--- src/hdl/ilp_pkg.sv ---
// ----------------------------------------------------------------------------
// ilp_pkg
// Shared types, constants and suffix table for the integer literal parser.
// ----------------------------------------------------------------------------
package ilp_pkg;

  localparam int WIN_DEPTH = 5;
  localparam int SFX_COUNT = 12;
  localparam int VALUE_W   = 64;

  typedef logic [7:0] char_t;

  // radix codes as reported on the result
  localparam logic [1:0] RADIX_DEC = 2'd0;
  localparam logic [1:0] RADIX_BIN = 2'd1;
  localparam logic [1:0] RADIX_OCT = 2'd2;
  localparam logic [1:0] RADIX_HEX = 2'd3;

  localparam logic [3:0] SFX_NONE = 4'd0;

  // suffix text right-aligned: last character in the low byte
  localparam logic [39:0] SFX_TEXT [SFX_COUNT] = '{
    40'("i128"), 40'("u128"), 40'("isize"), 40'("usize"),
    40'("i64"),  40'("u64"),  40'("i32"),   40'("u32"),
    40'("i16"),  40'("u16"),  40'("i8"),    40'("u8")
  };

  localparam logic [2:0] SFX_LEN [SFX_COUNT] = '{
    3'd4, 3'd4, 3'd5, 3'd5, 3'd3, 3'd3, 3'd3, 3'd3, 3'd3, 3'd3, 3'd2, 3'd2
  };

  // controller to datapath commands
  typedef struct packed {
    logic load;    // take a character into the hold window
    logic match;   // pick the suffix and set up the flush
    logic flush;   // one flush step
    logic finish;  // resolve a lone first character
    logic emit;    // capture the result and clear the state
  } dp_cmd_t;

  // datapath to controller status
  typedef struct packed {
    logic keep_zero;  // no held character left to feed
  } dp_stat_t;

  // suffix match on the hold window, lowest table entry wins; slot 4 is the newest
  function automatic logic [3:0] sfx_match(input logic [4:0][7:0] win,
                                           input logic [2:0] fill);
    logic [3:0] code;
    logic       hit;
    code = SFX_NONE;
    for (int k = SFX_COUNT - 1; k >= 0; k--) begin
      hit = (fill >= SFX_LEN[k]);
      for (int j = 0; j < WIN_DEPTH; j++) begin
        if ((3'(j) < SFX_LEN[k]) && (win[WIN_DEPTH - 1 - j] != SFX_TEXT[k][8*j +: 8])) begin
          hit = 1'b0;
        end
      end
      if (hit) begin
        code = 4'(k + 1);
      end
    end
    return code;
  endfunction

  // length of the suffix picked by code, zero for none
  function automatic logic [2:0] sfx_len(input logic [3:0] code);
    logic [2:0] len;
    len = 3'd0;
    for (int k = 0; k < SFX_COUNT; k++) begin
      if (code == 4'(k + 1)) begin
        len = SFX_LEN[k];
      end
    end
    return len;
  endfunction

endpackage

--- src/hdl/ilp_char_if.sv ---
// ----------------------------------------------------------------------------
// ilp_char_if
// Character channel: one literal character per beat, flag on the last one.
// ----------------------------------------------------------------------------
interface ilp_char_if;
  logic       valid;
  logic       ready;
  logic [7:0] char_code;
  logic       is_last;

  modport source (output valid, output char_code, output is_last, input ready);
  modport sink   (input valid, input char_code, input is_last, output ready);
endinterface

--- src/hdl/ilp_result_if.sv ---
// ----------------------------------------------------------------------------
// ilp_result_if
// Result channel: one parsed literal per beat.
// ----------------------------------------------------------------------------
interface ilp_result_if;
  logic        valid;
  logic        ready;
  logic [63:0] value;
  logic        valid_res;
  logic [1:0]  radix_code;
  logic [3:0]  suffix_code;

  modport source (output valid, output value, output valid_res, output radix_code,
                  output suffix_code, input ready);
  modport sink   (input valid, input value, input valid_res, input radix_code,
                  input suffix_code, output ready);
endinterface

--- src/hdl/int_literal_parser.sv ---
// ----------------------------------------------------------------------------
// int_literal_parser
// Integer literal parser with 0b/0o/0x prefixes and a stripped type suffix.
// ----------------------------------------------------------------------------
// Characters come in one beat each and are taken one per cycle while the
// sequencer is idle; the five newest are held back and only the oldest goes
// through the parse unit. After the last character the sequencer matches the
// suffix, runs flush steps that pass the empty window slots and feed each
// held character that is not suffix, settles a lone first character and
// loads the result register, waiting while an earlier result beat is pending.
// There is a single parse unit, one character per cycle. A waiting result
// does not block the next literal's characters. Decimal values that exceed
// VALUE_BITS bits are rejected; prefixed values wrap at VALUE_BITS bits.
module int_literal_parser #(
  parameter int VALUE_BITS = 64
) (
  input  logic         clk_i,
  input  logic         rst_ni,
  ilp_char_if.sink     in_i,
  ilp_result_if.source res_o
);
  import ilp_pkg::*;

  dp_cmd_t  cmd;
  dp_stat_t stat;

  // sequencer
  ilp_ctrl u_ctrl (
    .clk_i       (clk_i),
    .rst_ni      (rst_ni),
    .in_valid_i  (in_i.valid),
    .in_last_i   (in_i.is_last),
    .in_ready_o  (in_i.ready),
    .out_ready_i (res_o.ready),
    .out_valid_o (res_o.valid),
    .cmd_o       (cmd),
    .stat_i      (stat)
  );

  // window, parse unit and result register
  ilp_datapath #(
    .VALUE_BITS (VALUE_BITS)
  ) u_datapath (
    .clk_i         (clk_i),
    .rst_ni        (rst_ni),
    .cmd_i         (cmd),
    .stat_o        (stat),
    .char_i        (in_i.char_code),
    .value_o       (res_o.value),
    .valid_res_o   (res_o.valid_res),
    .radix_code_o  (res_o.radix_code),
    .suffix_code_o (res_o.suffix_code)
  );

endmodule

--- src/hdl/ilp_ctrl.sv ---
// ----------------------------------------------------------------------------
// ilp_ctrl
// Sequencer: takes characters, then runs match, flush, finish and emit.
// ----------------------------------------------------------------------------
module ilp_ctrl (
  input  logic              clk_i,
  input  logic              rst_ni,
  input  logic              in_valid_i,
  input  logic              in_last_i,
  output logic              in_ready_o,
  input  logic              out_ready_i,
  output logic              out_valid_o,
  output ilp_pkg::dp_cmd_t  cmd_o,
  input  ilp_pkg::dp_stat_t stat_i
);
  import ilp_pkg::*;

  localparam logic [2:0] ST_IDLE   = 3'd0;
  localparam logic [2:0] ST_MATCH  = 3'd1;
  localparam logic [2:0] ST_FLUSH  = 3'd2;
  localparam logic [2:0] ST_FINISH = 3'd3;
  localparam logic [2:0] ST_EMIT   = 3'd4;

  logic [2:0] state_q, state_d;
  logic       out_valid_q, out_valid_d;

  // next state and commands
  always_comb begin
    state_d    = state_q;
    cmd_o      = '0;
    in_ready_o = 1'b0;
    unique case (state_q)
      ST_IDLE: begin
        in_ready_o = 1'b1;
        if (in_valid_i) begin
          cmd_o.load = 1'b1;
          if (in_last_i) begin
            state_d = ST_MATCH;
          end
        end
      end
      ST_MATCH: begin
        cmd_o.match = 1'b1;
        state_d     = ST_FLUSH;
      end
      ST_FLUSH: begin
        if (stat_i.keep_zero) begin
          state_d = ST_FINISH;
        end else begin
          cmd_o.flush = 1'b1;
        end
      end
      ST_FINISH: begin
        cmd_o.finish = 1'b1;
        state_d      = ST_EMIT;
      end
      ST_EMIT: begin
        if (!out_valid_q || out_ready_i) begin
          cmd_o.emit = 1'b1;
          state_d    = ST_IDLE;
        end
      end
      default: begin
        state_d = ST_IDLE;
      end
    endcase
  end

  // result beat pending flag
  always_comb begin
    out_valid_d = out_valid_q && !out_ready_i;
    if (cmd_o.emit) begin
      out_valid_d = 1'b1;
    end
  end

  assign out_valid_o = out_valid_q;

  always_ff @(posedge clk_i or negedge rst_ni) begin
    if (!rst_ni) begin
      state_q     <= ST_IDLE;
      out_valid_q <= 1'b0;
    end else begin
      state_q     <= state_d;
      out_valid_q <= out_valid_d;
    end
  end

endmodule

--- src/hdl/ilp_datapath.sv ---
// ----------------------------------------------------------------------------
// ilp_datapath
// Hold window, prefix detection, digit accumulator and result register.
// ----------------------------------------------------------------------------
module ilp_datapath #(
  parameter int VALUE_BITS = 64
) (
  input  logic              clk_i,
  input  logic              rst_ni,
  input  ilp_pkg::dp_cmd_t  cmd_i,
  output ilp_pkg::dp_stat_t stat_o,
  input  ilp_pkg::char_t    char_i,
  output logic [63:0]       value_o,
  output logic              valid_res_o,
  output logic [1:0]        radix_code_o,
  output logic [3:0]        suffix_code_o
);
  import ilp_pkg::*;

  localparam logic [2:0] FILL_FULL = 3'(WIN_DEPTH);

  // hold window, slot 4 newest
  logic [4:0][7:0] win_q, win_d;
  logic [2:0] fill_q, fill_d;
  logic [2:0] skip_q, skip_d;
  logic [2:0] keep_q, keep_d;
  logic [3:0] sfx_q, sfx_d;
  // parse state
  logic [1:0] consumed_q, consumed_d;
  char_t      pending_q, pending_d;
  logic [1:0] radix_q, radix_d;
  logic [VALUE_BITS-1:0] acc_q, acc_d;
  logic bad_q, bad_d, ovf_q, ovf_d, body_q, body_d;
  // result register
  logic [63:0] res_value_q;
  logic        res_ok_q;
  logic [1:0]  res_radix_q;
  logic [3:0]  res_sfx_q;

  logic [3:0] match_code;
  logic [2:0] match_len;
  char_t      fc;
  logic       feed_en;
  logic       c_dig, c_us, p_dig, p_us;
  char_t      c_off, c_aoff, c_Aoff, p_off;
  logic [4:0] hval;
  logic [6:0] two_dig;
  logic [VALUE_BITS+3:0] prod;
  logic       ok;
  logic [63:0] value_ext;

  assign match_code = sfx_match(win_q, fill_q);
  assign match_len  = sfx_len(match_code);

  // the character fed to the parse unit this cycle
  assign fc      = cmd_i.finish ? pending_q : win_q[0];
  assign feed_en = (cmd_i.load && (fill_q == FILL_FULL)) ||
                   (cmd_i.flush && (skip_q == 3'd0) && (keep_q != 3'd0)) ||
                   (cmd_i.finish && (consumed_q == 2'd1));

  // character classes and digit values
  always_comb begin
    c_off  = fc - char_t'("0");
    c_aoff = fc - char_t'("a");
    c_Aoff = fc - char_t'("A");
    p_off  = pending_q - char_t'("0");
    c_dig  = (fc >= char_t'("0")) && (fc <= char_t'("9"));
    c_us   = (fc == char_t'("_"));
    p_dig  = (pending_q >= char_t'("0")) && (pending_q <= char_t'("9"));
    p_us   = (pending_q == char_t'("_"));
    priority if (c_dig) begin
      hval = {1'b0, c_off[3:0]};
    end else if ((fc >= char_t'("a")) && (fc <= char_t'("f"))) begin
      hval = {1'b0, c_aoff[3:0]} + 5'd10;
    end else if ((fc >= char_t'("A")) && (fc <= char_t'("F"))) begin
      hval = {1'b0, c_Aoff[3:0]} + 5'd10;
    end else begin
      hval = 5'd16;
    end
    // first two decimal characters: at most 99, no overflow possible
    two_dig = p_dig ? 7'(p_off[3:0]) : 7'd0;
    if (c_dig) begin
      two_dig = 7'((two_dig << 3) + (two_dig << 1) + 7'(c_off[3:0]));
    end
    // times ten plus digit, with room to spot overflow
    prod = ({1'b0, acc_q, 3'b000} + {3'b000, acc_q, 1'b0}) +
           (VALUE_BITS+4)'(c_off[3:0]);
  end

  // parse unit: one character per cycle
  always_comb begin
    consumed_d = consumed_q;
    pending_d  = pending_q;
    radix_d    = radix_q;
    acc_d      = acc_q;
    bad_d      = bad_q;
    ovf_d      = ovf_q;
    body_d     = body_q;
    if (feed_en) begin
      if (cmd_i.finish || ((consumed_q == 2'd2) && (radix_q == RADIX_DEC))) begin
        // decimal digit
        if (cmd_i.finish) begin
          radix_d = RADIX_DEC;
        end
        if (!c_us) begin
          if (!c_dig) begin
            bad_d = 1'b1;
          end else begin
            body_d = 1'b1;
            if (!ovf_q) begin
              if (prod[VALUE_BITS+3:VALUE_BITS] != 4'd0) begin
                ovf_d = 1'b1;
              end else begin
                acc_d = prod[VALUE_BITS-1:0];
              end
            end
          end
        end
      end else if (consumed_q == 2'd2) begin
        // prefixed digit
        body_d = 1'b1;
        if (!c_us) begin
          unique case (radix_q)
            RADIX_BIN: begin
              if (hval > 5'd1) bad_d = 1'b1;
              else acc_d = {acc_q[VALUE_BITS-2:0], hval[0]};
            end
            RADIX_OCT: begin
              if (hval > 5'd7) bad_d = 1'b1;
              else acc_d = {acc_q[VALUE_BITS-4:0], hval[2:0]};
            end
            default: begin
              if (hval > 5'd15) bad_d = 1'b1;
              else acc_d = {acc_q[VALUE_BITS-5:0], hval[3:0]};
            end
          endcase
        end
      end else if (consumed_q == 2'd0) begin
        pending_d  = fc;
        consumed_d = 2'd1;
      end else begin
        // second character decides the prefix
        consumed_d = 2'd2;
        if ((pending_q == char_t'("0")) && ((fc == char_t'("b")) || (fc == char_t'("B")))) begin
          radix_d = RADIX_BIN;
        end else if ((pending_q == char_t'("0")) &&
                     ((fc == char_t'("o")) || (fc == char_t'("O")))) begin
          radix_d = RADIX_OCT;
        end else if ((pending_q == char_t'("0")) &&
                     ((fc == char_t'("x")) || (fc == char_t'("X")))) begin
          radix_d = RADIX_HEX;
        end else begin
          radix_d = RADIX_DEC;
          bad_d   = bad_q || (!p_dig && !p_us) || (!c_dig && !c_us);
          body_d  = body_q || p_dig || c_dig;
          acc_d   = VALUE_BITS'(two_dig);
        end
      end
    end
  end

  // hold window and flush counters
  always_comb begin
    win_d  = win_q;
    fill_d = fill_q;
    skip_d = skip_q;
    keep_d = keep_q;
    sfx_d  = sfx_q;
    if (cmd_i.load) begin
      win_d[3:0] = win_q[4:1];
      win_d[4]   = char_i;
      fill_d     = (fill_q == FILL_FULL) ? FILL_FULL : fill_q + 3'd1;
    end
    if (cmd_i.match) begin
      sfx_d  = match_code;
      keep_d = fill_q - match_len;
      skip_d = FILL_FULL - fill_q;
    end
    if (cmd_i.flush) begin
      win_d[3:0] = win_q[4:1];
      if (skip_q != 3'd0) begin
        skip_d = skip_q - 3'd1;
      end else if (keep_q != 3'd0) begin
        keep_d = keep_q - 3'd1;
      end
    end
  end

  assign stat_o.keep_zero = (keep_q == 3'd0);

  // result fields
  always_comb begin
    ok        = (consumed_q != 2'd0) && !bad_q && !ovf_q && body_q;
    value_ext = '0;
    value_ext[VALUE_BITS-1:0] = acc_q;
  end

  always_ff @(posedge clk_i) begin
    win_q <= win_d;
    if (cmd_i.emit) begin
      res_value_q <= ok ? value_ext : 64'd0;
      res_ok_q    <= ok;
      res_radix_q <= radix_q;
      res_sfx_q   <= sfx_q;
    end
  end

  always_ff @(posedge clk_i or negedge rst_ni) begin
    if (!rst_ni) begin
      fill_q     <= '0;
      skip_q     <= '0;
      keep_q     <= '0;
      sfx_q      <= SFX_NONE;
      consumed_q <= '0;
      pending_q  <= '0;
      radix_q    <= RADIX_DEC;
      acc_q      <= '0;
      bad_q      <= 1'b0;
      ovf_q      <= 1'b0;
      body_q     <= 1'b0;
    end else if (cmd_i.emit) begin
      fill_q     <= '0;
      skip_q     <= '0;
      keep_q     <= '0;
      sfx_q      <= SFX_NONE;
      consumed_q <= '0;
      pending_q  <= '0;
      radix_q    <= RADIX_DEC;
      acc_q      <= '0;
      bad_q      <= 1'b0;
      ovf_q      <= 1'b0;
      body_q     <= 1'b0;
    end else begin
      fill_q     <= fill_d;
      skip_q     <= skip_d;
      keep_q     <= keep_d;
      sfx_q      <= sfx_d;
      consumed_q <= consumed_d;
      pending_q  <= pending_d;
      radix_q    <= radix_d;
      acc_q      <= acc_d;
      bad_q      <= bad_d;
      ovf_q      <= ovf_d;
      body_q     <= body_d;
    end
  end

  assign value_o       = res_value_q;
  assign valid_res_o   = res_ok_q;
  assign radix_code_o  = res_radix_q;
  assign suffix_code_o = res_sfx_q;

endmodule
--- src/flat_wrapper.sv ---
// flat-port wrapper written by rule: the top's interface ports become plain ports
module int_literal_parser_flat import ilp_pkg::*;
#(
  parameter int VALUE_BITS = 64
)
  (clk_i, rst_ni, in_i_valid, in_i_char_code, in_i_is_last, in_i_ready, res_o_valid, res_o_value, res_o_valid_res, res_o_radix_code, res_o_suffix_code, res_o_ready);
  ilp_char_if in_i_i ();
  ilp_result_if res_o_i ();
  input  logic clk_i;
  input  logic rst_ni;
  input wire logic [$bits(in_i_i.valid)-1:0] in_i_valid;
  input wire logic [$bits(in_i_i.char_code)-1:0] in_i_char_code;
  input wire logic [$bits(in_i_i.is_last)-1:0] in_i_is_last;
  output wire logic [$bits(in_i_i.ready)-1:0] in_i_ready;
  output wire logic [$bits(res_o_i.valid)-1:0] res_o_valid;
  output wire logic [$bits(res_o_i.value)-1:0] res_o_value;
  output wire logic [$bits(res_o_i.valid_res)-1:0] res_o_valid_res;
  output wire logic [$bits(res_o_i.radix_code)-1:0] res_o_radix_code;
  output wire logic [$bits(res_o_i.suffix_code)-1:0] res_o_suffix_code;
  input wire logic [$bits(res_o_i.ready)-1:0] res_o_ready;
  assign in_i_i.valid = in_i_valid;
  assign in_i_i.char_code = in_i_char_code;
  assign in_i_i.is_last = in_i_is_last;
  assign in_i_ready = in_i_i.ready;
  assign res_o_valid = res_o_i.valid;
  assign res_o_value = res_o_i.value;
  assign res_o_valid_res = res_o_i.valid_res;
  assign res_o_radix_code = res_o_i.radix_code;
  assign res_o_suffix_code = res_o_i.suffix_code;
  assign res_o_i.ready = res_o_ready;
  int_literal_parser #(.VALUE_BITS(VALUE_BITS)) u_core (.clk_i(clk_i), .rst_ni(rst_ni), .in_i(in_i_i), .res_o(res_o_i));
endmodule
--- config.mk ---
export PLATFORM = sky130hd
export DESIGN_NAME = int_literal_parser_flat
export DESIGN_NICKNAME = d
export VERILOG_FILES = /design/src/hdl/ilp_pkg.sv /design/src/hdl/ilp_char_if.sv /design/src/hdl/ilp_result_if.sv /design/src/hdl/int_literal_parser.sv /design/src/hdl/ilp_ctrl.sv /design/src/hdl/ilp_datapath.sv /design/src/flat_wrapper.sv
export SDC_FILE = /design/constraint.sdc
export NUM_CORES = 1
export LEC_CHECK = 0
export BUFFER_PORTS_ARGS = -buffer_cell sky130_fd_sc_hd__buf_2
export CAP_MARGIN = 30
export CORE_ASPECT_RATIO = 1.4
export CORE_MARGIN = 4
export CORE_UTILIZATION = 45
export CTS_CLUSTER_SIZE = 14
export DETAILED_ROUTE_END_ITERATION = 6
export PLACE_DENSITY = 0.74
export SLEW_MARGIN = 20
export SYNTH_ARGS = -nofsm -noshare
export SYNTH_HDL_FRONTEND = slang
export SYNTH_HIERARCHICAL = 1
export SYNTH_SLANG_ARGS = --single-unit
--- constraint.sdc ---
create_clock -name clk_i -period 13.1 [get_ports clk_i]
set_input_delay 2.62 -clock clk_i [delete_from_list [all_inputs] [get_ports clk_i]]
set_output_delay 2.62 -clock clk_i [all_outputs]
set_load 0.005 [all_outputs]
==> impl_metrics.yaml, run 1 <==
clock_network:
  clkSinkCount: 207
  cts_made_buffers: 23
  ctsHtreeMaxLevel: 1
  cts_resized: 0
  clockRootBuffer: "clkbuf_16"
  clockBufferDepth: 3
  cts_tree: "yes"
  path_clk_slew_ns: 0.06
  clkLatencyLatePin_ns: 0.53
  cts_hold_buf: 0
  cts_setup_buffers: 0
worst_setup_path:
  path_class: "reg -> reg"
  path_max_fanout: 33
  worstSetupStartpoint: "u_core/u_ctrl/state_q[2]"
  endpoint_kind: "flop"
  r2r_start: "u_core/u_ctrl/state_q[2]"
  required_ns: 13.51
  crit_path_start_kind: "flop"
  cp.arrival_ns: 6.43
timing:
  holdWs_ns: 0.442
  timing.setup.tns_ns: 0
  fmax_ghz: 0.166
  rsz0062_at_grt: "no"
  tightest_slew_ns: 0.866
  setup_slack_ns: 7.09
  fin_crit_ns: 6.01
  fin_crit_sh_pct: 45.9
  slew_viol_final: 0
  slew_headroom_pct: 40.8
  setup_viol: 0
  hold_violations: 0
  skew_ns: 0.0122
routing:
  vias_per_cell: 6.19
  drc: 0
  vias: 13600
  wirelength_mm: 43.5
  drt_iter0_drc: 903
  firstDrtPassIters: 6
  post_drt_wl_per_cell_um: 19.8
  ant_nets: 0
synth:
  syn_avg_cell_area_um2: 9.53
  syn_nets: 1870
  synth_ff_type: "edfxtp_1"
  synth_edf_count: 111
  synthDistinctLibCells: 87
  yosysWarnings: 6
  ys_seq_elements: 207
  seq_area_frac_synth_pct: 35.4
  async_reset_ff_share_pct: 46.4
  synthesis.area_um2: 16200
  syn_inst: 1700
floorplan:
  die_h_um: 233
  core_area_um2: 35700
  fp-row-count: 82
  io_pins: 86
  die-area_um2: 39100
  die_w_um: 168
  start_util_pct: 45.4
finish:
  nets: 1890
  final_util_pct: 49.5
  drive_above_1_share_pct: 13.8
  n_antenna_cell: 0
  fill_cells: 3347
  area_growth_syn_to_layout_pct: 9.18
grt:
  grt_pass1_vias: 14000
  grt_max_degree: 71
  grt_pass1_wl_mm: 71.1
  grt_usage_pct: 21.8
  grt_antenna_before_repair: 0
  overflow: 0
power:
  vdd_drop_max_mv: 0.212
  p_leak_nw: 7.22
  p_per_area_nw_per_um2: 176
  p_total_mw: 3.11
placed_design:
  dp_slack_ns: 7.26
  portBuffers: 85
  gp_congestion: 0.964
  hpwl_mm: 31.6
status:
  status: "complete, no violations"
job:
  maxCapViolCount: 0
worst_hold_path:
  hp-start: "u_core/u_datapath/win_q[16]"
  hold_class: "reg -> reg"
[placed cells by master (no fill, tap or decap), types with 41 or more instances in the layout]
master and count:
a22oi_1 68, nand2_1 139, nor2_1 99, a21oi_1 110, buf_2 85, mux2_4 58
ha_1 149, dfrtp_1 96, o22ai_1 42, and2_1 76, o21ai_0 104, inv_1 41
edfxtp_1 111
[layer usage]
layer / share of wire (%) / routed length, µm / GRT usage [%]
met5: 0 / 0 / 0
met2: 53 / 23000 / 41.6
met4: 5.1 / 2230 / 11.1
met3: 3.9 / 1690 / 2.36
met1: 38 / 16500 / 23.4
[cell families after synthesis]
kind of cell             Yosys count  share of synthesized area (%)
AO/OA/AOI/OAI                    529                           21.6
AND/OR/NAND/NOR                  524                           16.8
flip-flops                       207                           35.4
adder cells (fa/ha/maj)          157                           12.4
buffers and inverters            150                           4.05
multiplexers                      78                           6.84
XOR/XNOR                          55                           2.97
[critical path, stage by stage (launching register included)]
cell and delay [ns]:
dfrtp_1 0.44, and3b_1 0.23, buf_4 0.31, mux2i_4 0.41
inv_1 0.18, fa_1 0.48, ha_1 0.33, a211oi_1 0.23
o21ai_0 0.21, o2111ai_1 0.43, a21oi_1 0.19, o211ai_1 0.29
a211oi_1 0.13, o31ai_1 0.62, o311ai_2 0.22, o21ai_4 0.20
buf_4 0.55, mux2_2 0.41
[metrics by stage]
stage,instances,instance area [µm²]
after floorplan,1700,16200
after global placement,2156,16900
after detailed placement,2157,16900
after CTS,2197,17700
after global routing,2197,17700
final,2197,17700
[worst paths after layout]
kind,endpoint,slack [ns],depth (start not counted)
hold / removal,u_core/u_datapath/win_q[8],0.44,0
hold reg to reg,u_core/u_datapath/win_q[8],0.44,0
setup reg to reg,u_core/u_datapath/acc_q[1],7.09,17
setup / recovery,u_core/u_datapath/acc_q[1],7.09,17
max in group asynchronous,u_core/u_datapath/radix_q[1],9.79,2
min in group asynchronous,u_core/u_datapath/acc_q[26],2.08,1
[cell type report]
class	count	area, µm²	share of cell area (%)
Multi-Input combinational cell	1343	9840	55.6
Tap cell	462	578	3.27
Timing Repair Buffer	101	546	3.08
Clock inverter	15	236	1.34
Sequential cell	207	5740	32.4
Clock buffer	25	583	3.30
Inverter	44	168	0.948
[cells in the mapped netlist, drive strengths merged, types with 4 or more instances]
cell type	count	area, µm²
ha	152	1900
nand2	139	522
a21oi	112	568
edfxtp	111	3330
o21ai	106	542
nor2	99	372
dfrtp	96	2400
clkbuf	81	304
and2	76	475
a22oi	68	510
mux2	64	938
inv	43	164
o22ai	42	263
nor3	34	175
a21o	33	248
nand4	33	206
nand3	31	155
xnor2	30	263
a211oi	28	210
buf	25	184
xor2	25	219
o211ai	22	165
o21bai	18	139
nand2b	16	100
a31oi	15	93.8
mux2i	14	169
nor4	13	81.3
nor2b	12	77.6
o21a	11	82.6
o31ai	11	82.6
nor3b	10	75.1
or3	10	62.6
nand4b	9	78.8
o2111ai	9	85.1
a21boi	8	60.1
a22o	8	70.1
or2	7	43.8
a311oi	6	52.6
or3b	6	55.1
or4	6	45.0
and3	5	31.3
fa	5	100
o21ba	4	40.0
[power breakdown]
| part | leakage (nW) | switching [mW] | internal, mW |
|---|---|---|---|
| registers | 2.30 | 0.191 | 0.893 |
| clock network | 0.397 | 0.276 | 0.440 |
| logic | 4.52 | 0.817 | 0.492 |
| total | 7.22 | 1.28 | 1.82 |
[flip-flops by register name, summed over array words and instances, names as in the netlist, 3 cells and up]
| register | count |
|---|---|
| u_core/u_datapath/acc_q | 64 |
| u_core/u_datapath/value_o | 64 |
| u_core/u_datapath/win_q | 40 |
| u_core/u_datapath/pending_q | 8 |
| u_core/u_datapath/sfx_q | 4 |
| u_core/u_datapath/suffix_code_o | 4 |
| u_core/u_ctrl/state_q | 3 |
| u_core/u_datapath/fill_q | 3 |
| u_core/u_datapath/keep_q | 3 |
| u_core/u_datapath/skip_q | 3 |
Power figures use the tool's default switching activity.
==> inputs of run 2 (changes only) <==
==> constraint.sdc (replaced) <==
create_clock -name clk_i -period 6.2 [get_ports clk_i]
set_input_delay 1.24 -clock clk_i [delete_from_list [all_inputs] [get_ports clk_i]]
set_output_delay 1.24 -clock clk_i [all_outputs]
set_load 0.005 [all_outputs]
==> run 2 against run 1 <==
Critical path depth fell by 1. Sequential power rose by 110%. Clock power rose by 100%. Combinational power rose by 110%.
==> impl_metrics.yaml, run 2 (synthesis results as in run 1) <==
status:
  status: "complete, no violations"
worst_setup_path:
  path_max_fanout: 20
  slowest_stage: "o31ai_1"
  path_cells: "and3b_1 -> mux2i_4 -> inv_1 -> fa_1 -> ha_1 -> a211oi_1 -> o21ai_0 -> o2111ai_1 -> a21oi_1 -> o211ai_1 -> a211oi_1 -> o31ai_1 -> o311ai_2 -> o21ai_4 -> buf_4 -> mux2_2"
  r2r_start: "u_core/u_ctrl/state_q[2]"
  endpoint_kind: "flop"
  cp.arrival_ns: 6.01
  worstSetupStartpoint: "u_core/u_ctrl/state_q[2]"
  critPathMaxStageDelay_ns: 0.58
  crit_path_start_kind: "flop"
  path_class: "reg -> reg"
  required_ns: 6.61
  cp_common_cell: "a211oi_1"
timing:
  tightest_slew_ns: 0.945
  fmax_ghz: 0.178
  setup_viol: 0
  fin_crit_sh_pct: 90.4
  slew_headroom_pct: 36.9
  slew_viol_final: 0
  holdWs_ns: 0.449
  timing.setup.tns_ns: 0
  fin_crit_ns: 5.60
  hold_violations: 0
  skew_ns: 0.0151
  rsz0062_at_grt: "no"
finish:
  drive_above_1_share_pct: 13.7
  final_util_pct: 49.5
  fin_cells: 2198
  layout_commonest_cell: "ha_1"
  area_growth_syn_to_layout_pct: 9.15
  nets: 1891
  fill_cells: 3305
  n_antenna_cell: 0
  mostFrequentLayoutCells: "ha_1 (149), nand2_1 (139), edfxtp_1 (111)"
clock_network:
  clockBufferDepth: 3
  cts_setup_buffers: 0
  cts_made_buffers: 23
  cts_resized: 0
  clkLatencyLatePin_ns: 0.53
  cts_tree: "yes"
  clkSinkCount: 207
  cts_hold_buf: 0
  ctsHtreeMaxLevel: 1
  clockRootBuffer: "clkbuf_16"
  path_clk_slew_ns: 0.07
grt:
  grt_antenna_before_repair: 0
  grt_pass1_vias: 13700
  overflow: 0
  grt_pass1_wl_mm: 70.1
  grt_max_degree: 69
  grt_usage_pct: 21.5
power:
  p_total_mw: 6.52
  p_leak_nw: 7.22
  p_per_area_nw_per_um2: 369
  vdd_drop_max_mv: 0.349
placed_design:
  placed_cells: 2158
  portBuffers: 85
  hpwl_mm: 31.8
  gp_congestion: 0.962
floorplan:
  core_area_um2: 35700
  io_pins: 86
  fp-row-count: 82
  die_h_um: 233
  die_w_um: 168
  start_util_pct: 45.4
  die-area_um2: 39100
worst_hold_path:
  hp-start: "u_core/u_datapath/win_q[39]"
  hold_class: "reg -> reg"
routing:
  post_drt_wl_per_cell_um: 19.8
  firstDrtPassIters: 5
  vias_per_cell: 6.21
  wirelength_mm: 43.6
  drc: 0
  vias: 13600
  drt_iter0_drc: 1089
  ant_nets: 0
job:
  maxCapViolCount: 0
## run 2: changes by cell type in the layout (fill, tap and decap cells not counted), moves of 2 or more
cell        before  now
clkinv_2         4    2
clkbuf_1         2    5
clkinvlp_4       2    0
bufinv_16        6    4
## run 2: final timing paths
check                                                       to  slack [ns]  cells past startpoint
worst max-delay path                u_core/u_datapath/acc_q[2]        0.60                     16
worst min-delay path               u_core/u_datapath/win_q[31]        0.45                      0
worst max register to register      u_core/u_datapath/acc_q[2]        0.60                     16
worst min register to register     u_core/u_datapath/win_q[31]        0.45                      0
max in group asynchronous       u_core/u_datapath/pending_q[6]        4.23                      2
min in group asynchronous          u_core/u_datapath/acc_q[27]        0.71                      1
## run 2: metal layers
metal / global-route usage [%] / routed length, µm
met4: 11.1 / 2290
met2: 41.3 / 23300
met1: 22.9 / 16300
met5: 0 / 0
met3: 2.29 / 1700
## run 2: cell type report
class	instances	area [µm²]	share of cell area (%)
clock buffer	30	633	3.58
clock inverter	10	160	0.906
inverter	44	168	0.948
multi-input combinational	1343	9840	55.6
sequential	207	5740	32.4
tap	462	578	3.27
timing repair buffer	102	568	3.21
## run 2: metrics by stage
step / area (µm²) / worst slack [ns]
after floorplan: 16200 / 0.768
after global placement: 16900 / 0.860
after detailed placement: 16900 / 0.677
after CTS: 17700 / 0.620
after global routing: 17700 / 0.275
final: 17700 / 0.596
## run 2: critical path, delay by kind of cell (launching register included)
kind	cells	cell delay (ns)
flops	1	0.44
buf+inv	2	0.54
simple gates	1	0.41
fa+ha+maj	2	0.81
mux	2	0.79
compound gates	9	2.47
## run 2: power by group
part / internal [mW] / switching [mW] / total (mW) / leakage, nW
clock: 0.887 / 0.565 / 1.45 / 0.388
combinational: 1.05 / 1.73 / 2.78 / 4.53
sequential: 1.89 / 0.399 / 2.29 / 2.30
total: 3.82 / 2.70 / 6.52 / 7.22
==> inputs of run 3 (changes only) <==
--- a/config.mk
+++ b/config.mk
@@ -7,12 +7,14 @@
 export LEC_CHECK = 0
 export BUFFER_PORTS_ARGS = -buffer_cell sky130_fd_sc_hd__buf_2
 export CAP_MARGIN = 30
+export CELL_PAD_IN_SITES_DETAIL_PLACEMENT = 1
+export CELL_PAD_IN_SITES_GLOBAL_PLACEMENT = 1
 export CORE_ASPECT_RATIO = 1.4
 export CORE_MARGIN = 4
 export CORE_UTILIZATION = 45
 export CTS_CLUSTER_SIZE = 14
 export DETAILED_ROUTE_END_ITERATION = 6
-export PLACE_DENSITY = 0.74
+export PLACE_DENSITY = 0.88
 export SLEW_MARGIN = 20
 export SYNTH_ARGS = -nofsm -noshare
 export SYNTH_HDL_FRONTEND = slang
==> run 3 against run 2 <==
Die area unchanged. Fmax fell by 2.8%. Global-route usage rose by 3.2 points. Clock skew grew 0.0015 ns. Critical path depth grew 3. Via count increased by 2.2%. Final cell count stayed put. Setup slack worse by 0.16 ns. Sequential power barely moved. Routed wire length increased by 13%. Worst hold slack worse by 0.0022 ns. Clock power grew 11%.
==> impl_metrics.yaml, run 3 (synthesis results as in run 1) <==
status:
  status: "complete, no violations"
worst_hold_path:
  worstHoldPathCells: 0
  hold_class: "reg -> reg"
  hp-start: "u_core/u_datapath/win_q[23]"
  min_to: "u_core/u_datapath/win_q[15]"
power:
  vdd_drop_max_mv: 0.357
  p_leak_nw: 7.24
  p_per_area_nw_per_um2: 383
finish:
  layout_commonest_cell: "ha_1"
  n_antenna_cell: 0
  drive_above_1_share_pct: 13.9
  area_growth_syn_to_layout_pct: 9.56
  fin_area_um2: 17700
  nets: 1888
  mostFrequentLayoutCells: "ha_1 (149), nand2_1 (139), edfxtp_1 (111)"
worst_setup_path:
  required_ns: 6.63
  path_max_fanout: 64
  path_cells: "and3b_1 -> buf_4 -> mux2i_4 -> inv_4 -> ha_1 -> ha_1 -> inv_1 -> fa_1 -> nand2b_1 -> a211oi_1 -> o21ai_0 -> a21boi_0 -> o21ba_2 -> o211ai_1 -> a21oi_1 -> o2111ai_2 -> o21ai_4 -> buf_12 -> mux2_4"
  rrSetupSlack_ns: 0.44
  r2r_start: "u_core/u_ctrl/state_q[2]"
  endpoint_kind: "flop"
  path_class: "reg -> reg"
  cp.arrival_ns: 6.20
  critPathMaxStageDelay_ns: 0.44
  slowest_stage: "dfrtp_1"
  crit_path_start_kind: "flop"
  r2r-end: "u_core/u_datapath/acc_q[28]"
  worstRegToRegCells: 19
  cp_common_cell: "ha_1"
clock_network:
  cts_setup_buffers: 0
  clockBufferDepth: 3
  clkLatencyLatePin_ns: 0.55
  ctsHtreeMaxLevel: 1
  clockRootBuffer: "clkbuf_16"
  cts_hold_buf: 0
  path_clk_slew_ns: 0.06
  clkSinkCount: 207
  cts_resized: 0
  cts_made_buffers: 24
  cts_tree: "yes"
timing:
  fin_crit_sh_pct: 93.0
  slew_headroom_pct: 36.2
  tightest_slew_ns: 0.932
  setup_slack_ns: 0.436
  skew_ns: 0.0166
  hold_violations: 0
  slew_viol_final: 0
  fin_crit_ns: 5.76
  setup_viol: 0
  rsz0062_at_grt: "no"
  fmax_ghz: 0.173
  timing.setup.tns_ns: 0
placed_design:
  hpwl_mm: 35.2
  dp_slack_ns: 0.538
  dpl-instance-area_um2: 16900
  portBuffers: 85
  gp_congestion: 0.911
floorplan:
  core_area_um2: 35700
  die_w_um: 168
  die-area_um2: 39100
  start_util_pct: 45.4
  die_h_um: 233
  fp-row-count: 82
  io_pins: 86
grt:
  grt_pass1_vias: 15200
  overflow: 0
  grt_pass1_wl_mm: 79.9
  grt_usage_pct: 24.7
  grt_antenna_before_repair: 0
  grt_max_degree: 67
routing:
  drt_iter0_drc: 868
  post_drt_wl_per_cell_um: 22.4
  wirelength_mm: 49.2
  firstDrtPassIters: 5
  vias_per_cell: 6.34
  ant_nets: 0
  vias: 13900
  drc: 0
job:
  maxCapViolCount: 0
run 3: cell count changes in the layout (fill, tap and decap cells not counted):
cell	before	now
clkinv_2	2	4
or3_1	10	9
clkbuf_8	1	0
clkinvlp_4	0	2
inv_6	1	2
or3_4	0	1
clkbuf_1	5	2
clkbuf_16	24	25
buf_2	84	85
buf_4	17	12
bufinv_16	4	6
run 3: worst max-delay path: cells and delay by family (launching register included):
family	cells	cell delay, ns
adders and majority gates	3	0.89
AOI/OAI and AO/OA	8	1.97
DFF	1	0.44
muxes	2	0.72
buffers and inverters	4	0.95
and+or+nand+nor	2	0.55
run 3: where the power goes:
group | leakage (nW) | internal (mW) | switching (mW)
clock | 0.430 | 0.989 | 0.619
combinational | 4.51 | 1.05 | 1.83
sequential | 2.30 | 1.89 | 0.427
run 3: worst max-delay path by stage:
stage,slack (ns),end,startpoint,depth (start not counted)
2_1_floorplan,0.77,u_core/u_datapath/acc_q[10],res_o_ready,10
3_3_place_gp,0.79,u_core/u_datapath/acc_q[2],u_core/u_ctrl/state_q[2],19
3_5_place_dp,0.54,u_core/u_datapath/acc_q[2],u_core/u_ctrl/state_q[2],19
4_1_cts,0.47,u_core/u_datapath/acc_q[2],u_core/u_ctrl/state_q[2],19
5_1_grt,0.10,u_core/u_datapath/acc_q[2],u_core/u_ctrl/state_q[2],19
6_report,0.44,u_core/u_datapath/acc_q[28],u_core/u_ctrl/state_q[2],19
run 3: area by class of cell:
class,count,area (µm²)
clock buffer,27,633
clock inverter,17,254
fill,4057,18000
inverter,44,168
multi-input combinational,1343,9850
sequential,207,5740
tap,462,578
timing repair buffer,98,536
run 3: through the flow:
stage          power, mW  cells  hold WS (ns)  utilization [%]
3_3_place_gp        4.99   2153         0.424             47.2
4_1_cts             6.82   2198         0.449             49.7
6_report            6.80   2198         0.447             49.7
5_1_grt             7.21   2198         0.456             49.7
2_1_floorplan       4.22   1700         0.417                -
3_5_place_dp        5.13   2154         0.437             47.2
run 3: per-layer routing:
layer	GRT usage (%)	wire [µm]	vias up
li1	-	-	6444
met1	26.1	18100	7001
met2	47.7	26600	331
met3	2.91	1750	166
met4	12.8	2710	0
met5	0	0	-
